--- config.mk ---
export PLATFORM = sky130hd
export DESIGN_NAME = wiegand_frame_transmitter
export DESIGN_NICKNAME = d
export VERILOG_FILES = /design/src/rtl/wft_pkg.sv /design/src/rtl/wft_front.sv /design/src/rtl/wft_queue.sv /design/src/rtl/wft_back.sv /design/src/rtl/wiegand_frame_transmitter.sv
export SDC_FILE = /design/constraint.sdc
export NUM_CORES = 1
export LEC_CHECK = 0
export ABC_AREA = 0
export BUFFER_PORTS_ARGS = -buffer_cell sky130_fd_sc_hd__buf_2
export CORE_ASPECT_RATIO = 1.4
export CORE_MARGIN = 2
export CORE_UTILIZATION = 35
export DETAILED_ROUTE_END_ITERATION = 16
export PLACE_DENSITY = 0.61
export SLEW_MARGIN = 15
export SYNTH_ARGS = -nofsm -noshare
export SYNTH_HDL_FRONTEND = slang
export SYNTH_SLANG_ARGS = --single-unit
--- constraint.sdc ---
create_clock -name clock -period 7 [get_ports clock]
set_input_delay 0.35 -clock clock [delete_from_list [all_inputs] [get_ports clock]]
set_output_delay 0.35 -clock clock [all_outputs]
set_load 0.1 [all_outputs]
--- src/rtl/wft_pkg.sv ---
// ----------------------------------------------------------------------------
// wft_pkg - shared types and constants of the Wiegand frame transmitter
// Frame geometry, register indexes, reset defaults and the queue item.
// ----------------------------------------------------------------------------
package wft_pkg;

   // frame geometry
   localparam int MAX_DATA_BITS   = 32;
   localparam int SHORT_DATA_BITS = 24;
   localparam int MAX_HALF        = MAX_DATA_BITS / 2;
   localparam int SHORT_HALF      = SHORT_DATA_BITS / 2;
   localparam int FRAME_W         = MAX_DATA_BITS + 2;
   localparam int SHORT_FRAME_W   = SHORT_DATA_BITS + 2;
   localparam int BITS_W          = $clog2(FRAME_W + 1);
   localparam int TICK_W          = 16;

   // register indexes
   localparam logic [1:0] CSR_PULSE_TICKS   = 2'd0;
   localparam logic [1:0] CSR_GAP_TICKS     = 2'd1;
   localparam logic [1:0] CSR_LEAD_TICKS    = 2'd2;
   localparam logic [1:0] CSR_INVERT_LEVELS = 2'd3;

   // register reset values
   localparam logic [TICK_W-1:0] PULSE_TICKS_RST = 16'd400;
   localparam logic [TICK_W-1:0] GAP_TICKS_RST   = 16'd2000;
   localparam logic [TICK_W-1:0] LEAD_TICKS_RST  = 16'd2000;

   // command codes
   localparam logic CMD_TICK = 1'b0;
   localparam logic CMD_SEND = 1'b1;

   // classified beat: frame is left aligned, current bit at the MSB
   typedef struct packed {
      logic               is_send;
      logic [FRAME_W-1:0] frame;
      logic [BITS_W-1:0]  nbits;
   } wft_item_type;

   typedef struct packed {
      logic [TICK_W-1:0] pulse_ticks;
      logic [TICK_W-1:0] gap_ticks;
      logic [TICK_W-1:0] lead_ticks;
      logic              invert_levels;
   } wft_cfg_type;

endpackage

--- src/rtl/wft_front.sv ---
// ----------------------------------------------------------------------------
// wft_front - beat classifier
// Splits tick from send beats and builds the parity-framed bit string.
// ----------------------------------------------------------------------------
module wft_front (
   input  logic                       command,
   input  logic                       frame_format,
   input  logic [31:0]                card_data,
   output wft_pkg::wft_item_type      item
);

   logic                              ep_short;
   logic                              op_short;
   logic                              ep_long;
   logic                              op_long;
   logic [wft_pkg::SHORT_FRAME_W-1:0] short_frame;
   logic [wft_pkg::FRAME_W-1:0]       long_frame;

   assign ep_short = ^card_data[wft_pkg::SHORT_DATA_BITS-1:wft_pkg::SHORT_HALF];
   assign op_short = ~^card_data[wft_pkg::SHORT_HALF-1:0];
   assign ep_long  = ^card_data[wft_pkg::MAX_DATA_BITS-1:wft_pkg::MAX_HALF];
   assign op_long  = ~^card_data[wft_pkg::MAX_HALF-1:0];

   assign short_frame = {ep_short, card_data[wft_pkg::SHORT_DATA_BITS-1:0], op_short};
   assign long_frame  = {ep_long, card_data[wft_pkg::MAX_DATA_BITS-1:0], op_long};

   always_comb begin
      item.is_send = (command == wft_pkg::CMD_SEND);
      if (frame_format) begin
         item.frame = long_frame;
         item.nbits = wft_pkg::BITS_W'(wft_pkg::FRAME_W);
      end else begin
         // left align so the first bit sits at the MSB
         item.frame = wft_pkg::FRAME_W'(short_frame)
                      << (wft_pkg::FRAME_W - wft_pkg::SHORT_FRAME_W);
         item.nbits = wft_pkg::BITS_W'(wft_pkg::SHORT_FRAME_W);
      end
   end

endmodule

--- src/rtl/wft_queue.sv ---
// ----------------------------------------------------------------------------
// wft_queue - two-entry queue between classifier and sequencer
// Registered full flag, push and pop in the same cycle allowed.
// ----------------------------------------------------------------------------
module wft_queue (
   input  logic                  clock,
   input  logic                  reset,
   input  logic                  push,
   input  wft_pkg::wft_item_type push_item,
   output logic                  full,
   input  logic                  pop,
   output logic                  not_empty,
   output wft_pkg::wft_item_type pop_item
);

   wft_pkg::wft_item_type entries_ff [2];
   logic [1:0]            count_ff;
   logic [1:0]            count_in;
   logic                  wr_ptr_ff;
   logic                  rd_ptr_ff;

   assign full      = (count_ff == 2'd2);
   assign not_empty = (count_ff != 2'd0);
   assign pop_item  = entries_ff[rd_ptr_ff];

   always_comb begin
      count_in = count_ff;
      if (push && !pop)
         count_in = count_ff + 2'd1;
      else if (pop && !push)
         count_in = count_ff - 2'd1;
   end

   always_ff @(posedge clock) begin
      if (reset) begin
         count_ff  <= 2'd0;
         wr_ptr_ff <= 1'b0;
         rd_ptr_ff <= 1'b0;
      end else begin
         count_ff <= count_in;
         if (push)
            wr_ptr_ff <= ~wr_ptr_ff;
         if (pop)
            rd_ptr_ff <= ~rd_ptr_ff;
      end
   end

   always_ff @(posedge clock) begin
      if (push)
         entries_ff[wr_ptr_ff] <= push_item;
   end

endmodule

--- src/rtl/wft_back.sv ---
// ----------------------------------------------------------------------------
// wft_back - frame timing sequencer
// Runs lead / pulse / gap timing per beat and registers the result beat.
// ----------------------------------------------------------------------------
module wft_back (
   input  logic                  clock,
   input  logic                  reset,
   input  wft_pkg::wft_cfg_type  cfg,
   input  logic                  item_valid,
   input  wft_pkg::wft_item_type item,
   output logic                  item_pop,
   output logic                  rsp_valid,
   input  logic                  rsp_stall,
   output logic                  rsp_d0_line,
   output logic                  rsp_d1_line,
   output logic                  rsp_busy_res,
   output logic                  rsp_frame_done,
   output logic                  rsp_send_rejected
);

   localparam logic [1:0] PH_IDLE  = 2'd0;
   localparam logic [1:0] PH_LEAD  = 2'd1;
   localparam logic [1:0] PH_PULSE = 2'd2;
   localparam logic [1:0] PH_GAP   = 2'd3;

   logic [1:0]                   phase_ff, phase_in;
   logic [wft_pkg::TICK_W-1:0]   tick_count_ff, tick_count_in;
   logic [wft_pkg::FRAME_W-1:0]  frame_ff, frame_in;
   logic [wft_pkg::BITS_W-1:0]   bits_left_ff, bits_left_in;
   logic [wft_pkg::BITS_W-1:0]   bits_dec;
   logic [wft_pkg::TICK_W:0]     tick_next;
   logic [wft_pkg::TICK_W-1:0]   pulse_len;
   logic [wft_pkg::TICK_W-1:0]   gap_len;
   logic                         idle_lvl;
   logic                         d0, d1, done, rejected;

   logic rsp_valid_ff;
   logic d0_ff, d1_ff, busy_ff, done_ff, rejected_ff;

   assign item_pop  = item_valid && (!rsp_valid_ff || !rsp_stall);
   assign idle_lvl  = ~cfg.invert_levels;
   assign tick_next = {1'b0, tick_count_ff} + 17'd1;
   assign pulse_len = (cfg.pulse_ticks == '0) ? wft_pkg::TICK_W'(1) : cfg.pulse_ticks;
   assign gap_len   = (cfg.gap_ticks == '0) ? wft_pkg::TICK_W'(1) : cfg.gap_ticks;
   assign bits_dec  = (bits_left_ff != '0) ? bits_left_ff - 1'b1 : bits_left_ff;

   always_comb begin
      phase_in      = phase_ff;
      tick_count_in = tick_count_ff;
      frame_in      = frame_ff;
      bits_left_in  = bits_left_ff;
      done          = 1'b0;
      rejected      = 1'b0;
      d0            = idle_lvl;
      d1            = idle_lvl;

      // lines show the level in force before this beat
      if (phase_ff == PH_PULSE) begin
         if (frame_ff[wft_pkg::FRAME_W-1])
            d1 = ~idle_lvl;
         else
            d0 = ~idle_lvl;
      end

      if (item.is_send) begin
         if (phase_ff != PH_IDLE) begin
            rejected = 1'b1;
         end else begin
            frame_in      = item.frame;
            bits_left_in  = item.nbits;
            tick_count_in = '0;
            phase_in      = (cfg.lead_ticks == '0) ? PH_PULSE : PH_LEAD;
         end
      end else begin
         unique case (phase_ff)
            PH_IDLE: begin
            end
            PH_LEAD: begin
               if (tick_next >= {1'b0, cfg.lead_ticks}) begin
                  phase_in      = PH_PULSE;
                  tick_count_in = '0;
               end else begin
                  tick_count_in = tick_next[wft_pkg::TICK_W-1:0];
               end
            end
            PH_PULSE: begin
               if (tick_next >= {1'b0, pulse_len}) begin
                  phase_in      = PH_GAP;
                  tick_count_in = '0;
               end else begin
                  tick_count_in = tick_next[wft_pkg::TICK_W-1:0];
               end
            end
            PH_GAP: begin
               if (tick_next >= {1'b0, gap_len}) begin
                  tick_count_in = '0;
                  bits_left_in  = bits_dec;
                  frame_in      = frame_ff << 1;
                  if (bits_dec == '0) begin
                     phase_in = PH_IDLE;
                     done     = 1'b1;
                  end else begin
                     phase_in = PH_PULSE;
                  end
               end else begin
                  tick_count_in = tick_next[wft_pkg::TICK_W-1:0];
               end
            end
            default: begin
            end
         endcase
      end
   end

   always_ff @(posedge clock) begin
      if (reset) begin
         phase_ff      <= PH_IDLE;
         tick_count_ff <= '0;
         bits_left_ff  <= '0;
         rsp_valid_ff  <= 1'b0;
      end else begin
         if (item_pop) begin
            phase_ff      <= phase_in;
            tick_count_ff <= tick_count_in;
            bits_left_ff  <= bits_left_in;
            rsp_valid_ff  <= 1'b1;
         end else if (!rsp_stall) begin
            rsp_valid_ff  <= 1'b0;
         end
      end
   end

   always_ff @(posedge clock) begin
      if (item_pop) begin
         frame_ff    <= frame_in;
         d0_ff       <= d0;
         d1_ff       <= d1;
         busy_ff     <= (phase_in != PH_IDLE);
         done_ff     <= done;
         rejected_ff <= rejected;
      end
   end

   assign rsp_valid         = rsp_valid_ff;
   assign rsp_d0_line       = d0_ff;
   assign rsp_d1_line       = d1_ff;
   assign rsp_busy_res      = busy_ff;
   assign rsp_frame_done    = done_ff;
   assign rsp_send_rejected = rejected_ff;

endmodule

--- src/rtl/wiegand_frame_transmitter.sv ---
// ----------------------------------------------------------------------------
// wiegand_frame_transmitter - Wiegand 26/34-bit frame transmitter
// Tick and send beats in, one line-level status beat out per input beat.
// ----------------------------------------------------------------------------
// Usage:
//  - req channel: command 1 starts a frame (frame_format 0 = 26-bit,
//    1 = 34-bit, card_data is the payload); command 0 is one time tick.
//  - rsp channel: one beat per req beat, in order, carrying both line
//    levels seen by that beat, busy, frame done and send rejected.
//  - csr port: single-cycle writes of pulse, gap, lead length and polarity;
//    write only while no beat is in flight.
//  - A req beat is written into the queue and then popped into the response
//    register of the sequencer, which raises rsp_valid.
//  - Throughput: one beat per cycle while rsp_stall is low; the sequencer
//    updates its timing state once per beat.
//  - A two-entry queue sits between classifier and sequencer; req_stall is
//    its registered full flag, so a rsp stall backs up the queue and stalls
//    req once the queue holds two beats.
//  - Reset clears the frame state, empties the queue and restores register
//    defaults (400 / 2000 / 2000 ticks, idle high).
// ----------------------------------------------------------------------------
module wiegand_frame_transmitter (
   input  logic        clock,
   input  logic        reset,
   // request channel
   input  logic        req_valid,
   output logic        req_stall,
   input  logic        req_command,
   input  logic        req_frame_format,
   input  logic [31:0] req_card_data,
   // response channel
   output logic        rsp_valid,
   input  logic        rsp_stall,
   output logic        rsp_d0_line,
   output logic        rsp_d1_line,
   output logic        rsp_busy_res,
   output logic        rsp_frame_done,
   output logic        rsp_send_rejected,
   // configuration write port
   input  logic        csr_write_enable,
   input  logic [1:0]  csr_index,
   input  logic [15:0] csr_write_data
);

   wft_pkg::wft_cfg_type  cfg_ff;
   wft_pkg::wft_item_type front_item;
   wft_pkg::wft_item_type queue_item;
   logic                  queue_full;
   logic                  queue_not_empty;
   logic                  queue_pop;
   logic                  req_beat;

   assign req_stall = queue_full;
   assign req_beat  = req_valid && !queue_full;

   // configuration registers
   always_ff @(posedge clock) begin
      if (reset) begin
         cfg_ff.pulse_ticks   <= wft_pkg::PULSE_TICKS_RST;
         cfg_ff.gap_ticks     <= wft_pkg::GAP_TICKS_RST;
         cfg_ff.lead_ticks    <= wft_pkg::LEAD_TICKS_RST;
         cfg_ff.invert_levels <= 1'b0;
      end else if (csr_write_enable) begin
         unique case (csr_index)
            wft_pkg::CSR_PULSE_TICKS:   cfg_ff.pulse_ticks   <= csr_write_data;
            wft_pkg::CSR_GAP_TICKS:     cfg_ff.gap_ticks     <= csr_write_data;
            wft_pkg::CSR_LEAD_TICKS:    cfg_ff.lead_ticks    <= csr_write_data;
            wft_pkg::CSR_INVERT_LEVELS: cfg_ff.invert_levels <= csr_write_data[0];
            default: begin
            end
         endcase
      end
   end

   // front: classify beat and build the framed bit string
   wft_front u_front (
      .command      (req_command),
      .frame_format (req_frame_format),
      .card_data    (req_card_data),
      .item         (front_item)
   );

   wft_queue u_queue (
      .clock     (clock),
      .reset     (reset),
      .push      (req_beat),
      .push_item (front_item),
      .full      (queue_full),
      .pop       (queue_pop),
      .not_empty (queue_not_empty),
      .pop_item  (queue_item)
   );

   // back: timing sequencer and response register
   wft_back u_back (
      .clock             (clock),
      .reset             (reset),
      .cfg               (cfg_ff),
      .item_valid        (queue_not_empty),
      .item              (queue_item),
      .item_pop          (queue_pop),
      .rsp_valid         (rsp_valid),
      .rsp_stall         (rsp_stall),
      .rsp_d0_line       (rsp_d0_line),
      .rsp_d1_line       (rsp_d1_line),
      .rsp_busy_res      (rsp_busy_res),
      .rsp_frame_done    (rsp_frame_done),
      .rsp_send_rejected (rsp_send_rejected)
   );

   // completion beat never reports busy
   a_done_not_busy: assert property (@(posedge clock) disable iff (reset)
      rsp_valid && rsp_frame_done |-> !rsp_busy_res)
      else $error("frame_done with busy set");

   // a rejected send only happens mid-frame, and the frame carries on
   a_reject_busy: assert property (@(posedge clock) disable iff (reset)
      rsp_valid && rsp_send_rejected |-> rsp_busy_res && !rsp_frame_done)
      else $error("send rejected while idle");

   // at most one line is driven active at a time
   a_one_line_active: assert property (@(posedge clock) disable iff (reset)
      rsp_valid |-> (rsp_d0_line == ~cfg_ff.invert_levels) ||
                    (rsp_d1_line == ~cfg_ff.invert_levels))
      else $error("both data lines active");

   // a popped beat always comes from a non-empty queue
   a_pop_nonempty: assert property (@(posedge clock) disable iff (reset)
      queue_pop |-> queue_not_empty)
      else $error("queue popped while empty");

endmodule
Word level (Yosys, flattened, before mapping)
Memories as Yosys holds them, arrays and structs flattened. A register that Yosys moved wholly into a read port is not among the register bits.
Index checks and enable logic that the tools add are counted.
{ "word_totals": {"out_inout_bits": 7, "ramBits": 82, "wordCells": 113, "memories": 1, "regBits": 117, "inputBits": 57} }
{ "memory_table": {"columns": ["name", "depth", "width", "read_ports", "rd_ports_with_merged_regs", "write_ports", "line", "text"], "rows": [
  ["u_queue.entries_ff", 2, 41, 1, 1, 1, "wft_queue.sv:16", "wft_pkg::wft_item_type entries_ff [2];"]
]} }
{ "op_classes": {"bitwise_logic": 5, "muxes": 40, "addsub": 4, "magnitude_cmp": 3, "n_reduce_logical": 34, "eq_ne": 9} }
{ "op_table": {"columns": ["operator", "n"], "rows": [
  ["2-to-1 mux 34 bit", 4],
  ["2-to-1 mux 16 bit", 7],
  [">= comparator 17 x 16 -> 1 bit", 3],
  ["zero test 16 bit", 3],
  ["case mux 16 bit (3 select lines)", 1],
  ["2-to-1 mux 40 bit", 1],
  ["2-to-1 mux 6 bit", 5],
  ["2-to-1 mux 2 bit", 9],
  ["adder 16 x 1 -> 17 bit, second input constant", 1],
  ["XNOR reduction 16 bit", 1],
  ["parity 16 bit", 1],
  ["2-to-1 mux 1 bit", 12],
  ["nonzero test 2 bit", 6],
  ["XNOR reduction 12 bit", 1],
  ["parity 12 bit", 1],
  ["== test 2 bit, second input constant", 5],
  ["AND reduction 2 bit", 4],
  ["zero test 6 bit", 1],
  ["case mux 2 bit (3 select lines)", 1],
  ["nonzero test 6 bit", 1],
  ["subtractor 6 x 1 -> 6 bit, second input constant", 1],
  ["zero test 1 bit", 5],
  ["inverter 1 bit", 5],
  ["== test 2 x 1 -> 1 bit, second input constant", 2],
  ["11 further kinds", 14]
]} }

Depth between registers and ports, before layout
{ "logic_depth": {"ltp_word": 8, "ltp_mapped": 14, "ltp_nobuf": 13} }

Hierarchy
A second synthesis with hierarchy kept.
{ "hier_totals": {"cells_unflattened": 888, "area_unflattened_um2": 10378.7} }
{ "by_module_without_submodules": {"columns": ["module", "seq_area_each_um2", "cells_per_inst", "area_each_um2", "instances"], "rows": [
  ["wft_back", 1671.6, 474, 4559.4, 1],
  ["wft_queue", 2562.5, 150, 3169.3, 1],
  ["wiegand_frame_transmitter", 980.9, 185, 1963.1, 1],
  ["wft_front", 0.0, 79, 686.9, 1]
]} }

Worst setup path before layout
OpenSTA, ideal clock, no wires.
{ "synth_path": {"path_kind": "register to register", "startpoint": "register u_back.tick_count_ff[2] in the netlist's numbering", "endpoint": "register u_back.frame_ff[0] in the netlist's numbering, enable pin", "setup_time_ns": 0.414, "slack_ns": 3.168, "synth_period_minus_slack_ns": 3.832, "required_time_ns": 6.586, "stages_incl_launch_ff": 12, "t_arrival_ns": 3.418, "path_buffers": 0, "cell_sequence": "dfxtp_1 -> nand3_2 -> nor3_1 -> nand3_1 -> nor2_1 -> xor2_1 -> ha_1 -> and3_1 -> a211oi_1 -> o211ai_2 -> a41oi_2 -> inv_1"} }
{ "synth_via": {"elab_chain_len": 4} }
{ "synth_lines": {"columns": ["item", "line", "text"], "rows": [
  ["from (decl)", "wft_back.sv:27", "logic [wft_pkg::TICK_W-1:0] tick_count_ff, tick_count_in;"],
  ["from (signal assigned)", "wft_back.sv:124", "tick_count_ff <= tick_count_in;"],
  ["adder 16 x 1 -> 17 bit", "wft_back.sv:42", "assign tick_next = {1'b0, tick_count_ff} + 17'd1;"],
  [">= comparator 17 x 16 -> 1 bit", "wft_back.sv:95", "if (tick_next >= {1'b0, gap_len}) begin"],
  ["nonzero test 2 bit (no source line)", null, null],
  ["AND reduction 4 bit (no source line)", null, null],
  ["to (signal assigned)", "wft_back.sv:135", "frame_ff <= frame_in;"],
  ["to (decl)", "wft_back.sv:28", "logic [wft_pkg::FRAME_W-1:0] frame_ff, frame_in;"]
]} }
No other way between the ends.
A chain may end at the register's enable or synchronous reset.

Final worst setup path
{ "layout_path": {"startpoint": "register u_back.tick_count_ff[2] in the netlist's numbering", "endpoint": "register u_back.frame_ff[7] in the netlist's numbering, enable pin"} }
The elaborated chain is that of the path after synthesis.

==> impl_metrics.ini <==
[synth]
synth_area_mm2 = 0.00953
postSynthCellCount = 915
yosys_warnings = 0
yosysUniqueCellTypes = 59
syn_nets = 1024
synth_seq_cells = 192
synth_async_sr_flop_share_pct = 0
synth_edf_count = 113
syn_area_per_cell_um2 = 10.4
synth_seq_area_share_pct = 52.2
ys.flop_type = edfxtp_1

[timing]
fin_skew_ps = 16.4
rsz0062_at_grt = false
fin_crit_ps = 4170
drv_slew = 0
period_share_pct = 59.6
worstMarginPinSlew_ps = 1100
fmax_mhz = 240
final_hold_viol_count = 0
max_slew_margin_pct = 26.7
setup_viol = 0
tns_ps = 0

[status]
status = completed

[floorplan]
row_count = 71
num_io_pins = 64
die_h_um = 199
coreArea_mm2 = 0.0268
die_area_mm2 = 0.0286
die_x_um = 143
start_util_pct = 35.5

[layout]
drive_gt1_share_pct = 15.0
nets = 1074
layout_common_cells = 144 x nand2_1, 113 x edfxtp_1, 78 x dfxtp_1
final-instance-count-excl-fill = 1343
antenna_cells = 0
layout_commonest_cell = nand2_1
area_delta_synth_final_pct = 13.7
fillers = 2659

[global_route]
grtUsageTotal_pct = 15.8
grt_antenna_before_repair = 0
grt_pass1_vias = 6686
grt_pass1_wl_um = 34800
grt_max_degree = 60
overflow = 0

[pwr]
p_per_area_mw_per_mm2 = 316
power_leakage_nw = 4.07
peakVddDrop_uv = 153

[placed_design]
io_buffer_count = 63
gp_congestion = 0.869
dp.cells = 1311
post-dp-hpwl_um = 15200

[clocking]
clock-sinks = 192
cts.htree.levels = 4
hold_buffers = 0
cts_root_buf = clkbuf_16
cts_buffer_depth = 2
cts_resized = 0
clk_pin_slew_ps = 70
cts_setup_buffers = 0
cts_tree = built
clk-insertion-delay-late_ps = 440
cts_buffers = 17

[setup_path]
worst_ep_arrival_time_ps = 4310
startpoint = u_back.tick_count_ff[2]$_SDFFE_PP0P_
critPathKind = reg2reg
r2r-end = u_back.frame_ff[7]$_DFFE_PP_
regToRegSetupSlack_ps = 2830
r2r_cells = 12
worstSetupStartpointType = flop
cp_max_fo = 34
cp-end-kind = flop
worstReg2RegStart = u_back.tick_count_ff[2]$_SDFFE_PP0P_
cp.required_ps = 7140

[drt]
drtPass1Iterations = 4
drtIter0Drc = 343
vias = 6804
drcViolationCount = 0
postRouteAntennaNets = 0
routed_wl_um = 21800
viasPerCell = 5.07
avgRoutedWirePerCell_um = 16.2

[worst_hold_path]
min_to = u_queue.entries_ff[0][40]$_DFFE_PP_
holdPathStages = 1
hold_start = req_command
hold_path.class = in2reg

[run]
max_cap_violations = 0
==> flip-flops by register name, summed over array words and instances, names as in the netlist, 2 cells and up, named ones only <==
register	flops
u_back.bits_left_ff	6
cfg_ff	49
u_back.tick_count_ff	16
u_queue.entries_ff	74
u_back.frame_ff	34
u_back.phase_ff	2
u_queue.count_ff	2
==> synthesized netlist by cell type (3+ instances only) <==
cell type  instances  area [µm²]
and2_1             8        50.1
buf_1              5        18.8
nand3_1           17        85.1
nor3b_1            4        30.0
a21boi_0           3        22.5
clkbuf_1          32         120
o31ai_1            3        22.5
a211oi_1           5        37.5
a21oi_1           61         305
buf_2              4        20.0
o21ai_0           43         215
nor4_1            12        75.1
a32oi_1            9        78.8
dfxtp_1           79        1580
xor2_1            13         114
ha_1              52         651
nand4_1           12        75.1
a41oi_1            5        43.8
o211ai_1          20         150
mux2_2            26         293
nor3_1             7        35.0
xnor2_1           39         342
nor2b_1            4        25.0
and3_1             7        43.8
a31oi_1           10        62.6
nor2_1            44         165
nand2_1          144         541
mux2i_1           37         370
edfxtp_1         113        3390
inv_1             58         218
==> through the flow <==
stage          power [mW]  area, µm²  setup slack (ps)  util (%)  hold WS [ps]
2_1_floorplan        2.24       9530              3170         -           436
3_3_place_gp         2.47      10200              2910      38.2           463
3_5_place_dp         2.48      10200              2780      38.2           467
4_1_cts              3.46      10800              2740      40.4          99.0
5_1_grt              3.60      10800              2380      40.4           103
6_report             3.42      10800              2830      40.4           115
==> final cells by class <==
| cell class | instances | area, µm² | area share (%) |
|---|---|---|---|
| clock buffer | 18 | 429 | 3.96 |
| multi-input combinational | 623 | 4210 | 38.8 |
| inverter | 59 | 221 | 2.04 |
| clock inverter | 14 | 161 | 1.49 |
| sequential | 192 | 4980 | 45.9 |
| tap | 365 | 457 | 4.21 |
| timing repair buffer | 72 | 383 | 3.53 |
==> worst max-delay path, cell delays in order (launching register included) <==
cell,delay (ps)
dfxtp_1,440
nand3_2,180
nor3_1,540
nand3_1,290
nor2_1,180
xor2_1,360
ha_1,330
and3_1,190
a211oi_1,260
o211ai_2,230
a41oi_2,470
inv_1,80
buf_4,280
==> kinds of logic (layout without fill, tap and decap cells) <==
logic type / after synthesis / count (layout) / share of synthesized area (%)
AO/OA/AOI/OAI: 180 / 180 / 11.9
XOR/XNOR: 52 / 52 / 4.78
adder cells (fa/ha/maj): 52 / 52 / 6.83
buffers and inverters: 100 / 163 / 3.99
flip-flops: 192 / 192 / 52.2
multiplexers: 63 / 63 / 6.96
AND/OR/NAND/NOR: 276 / 276 / 13.4
==> per-layer routing <==
layer	wire (µm)	GRT usage, %
met4	789	7.48
met1	9120	18.4
met2	11100	28.1
met3	726	2.44
met5	0	0
==> worst max-delay path by stage <==
stage,end,slack [ps]
floorplan,u_back.frame_ff[0]$_SDFFCE_PN0P_,3170
global placement,u_back.frame_ff[4]$_DFFE_PP_,2910
detailed placement,u_back.tick_count_ff[7]$_SDFFE_PP0P_,2780
CTS,u_back.tick_count_ff[4]$_SDFFE_PP0P_,2740
global route,u_back.tick_count_ff[7]$_SDFFE_PP0P_,2380
finish,u_back.frame_ff[7]$_DFFE_PP_,2830
==> power by group <==
group	leakage, nW	switching, mW	internal (mW)	total (mW)
combinational	2.09	0.616	0.298	0.914
clock	0.284	0.491	0.482	0.973
sequential	1.70	0.0818	1.45	1.53
total	4.07	1.19	2.23	3.42
Note: power is estimated with default switching activity, not from simulation.
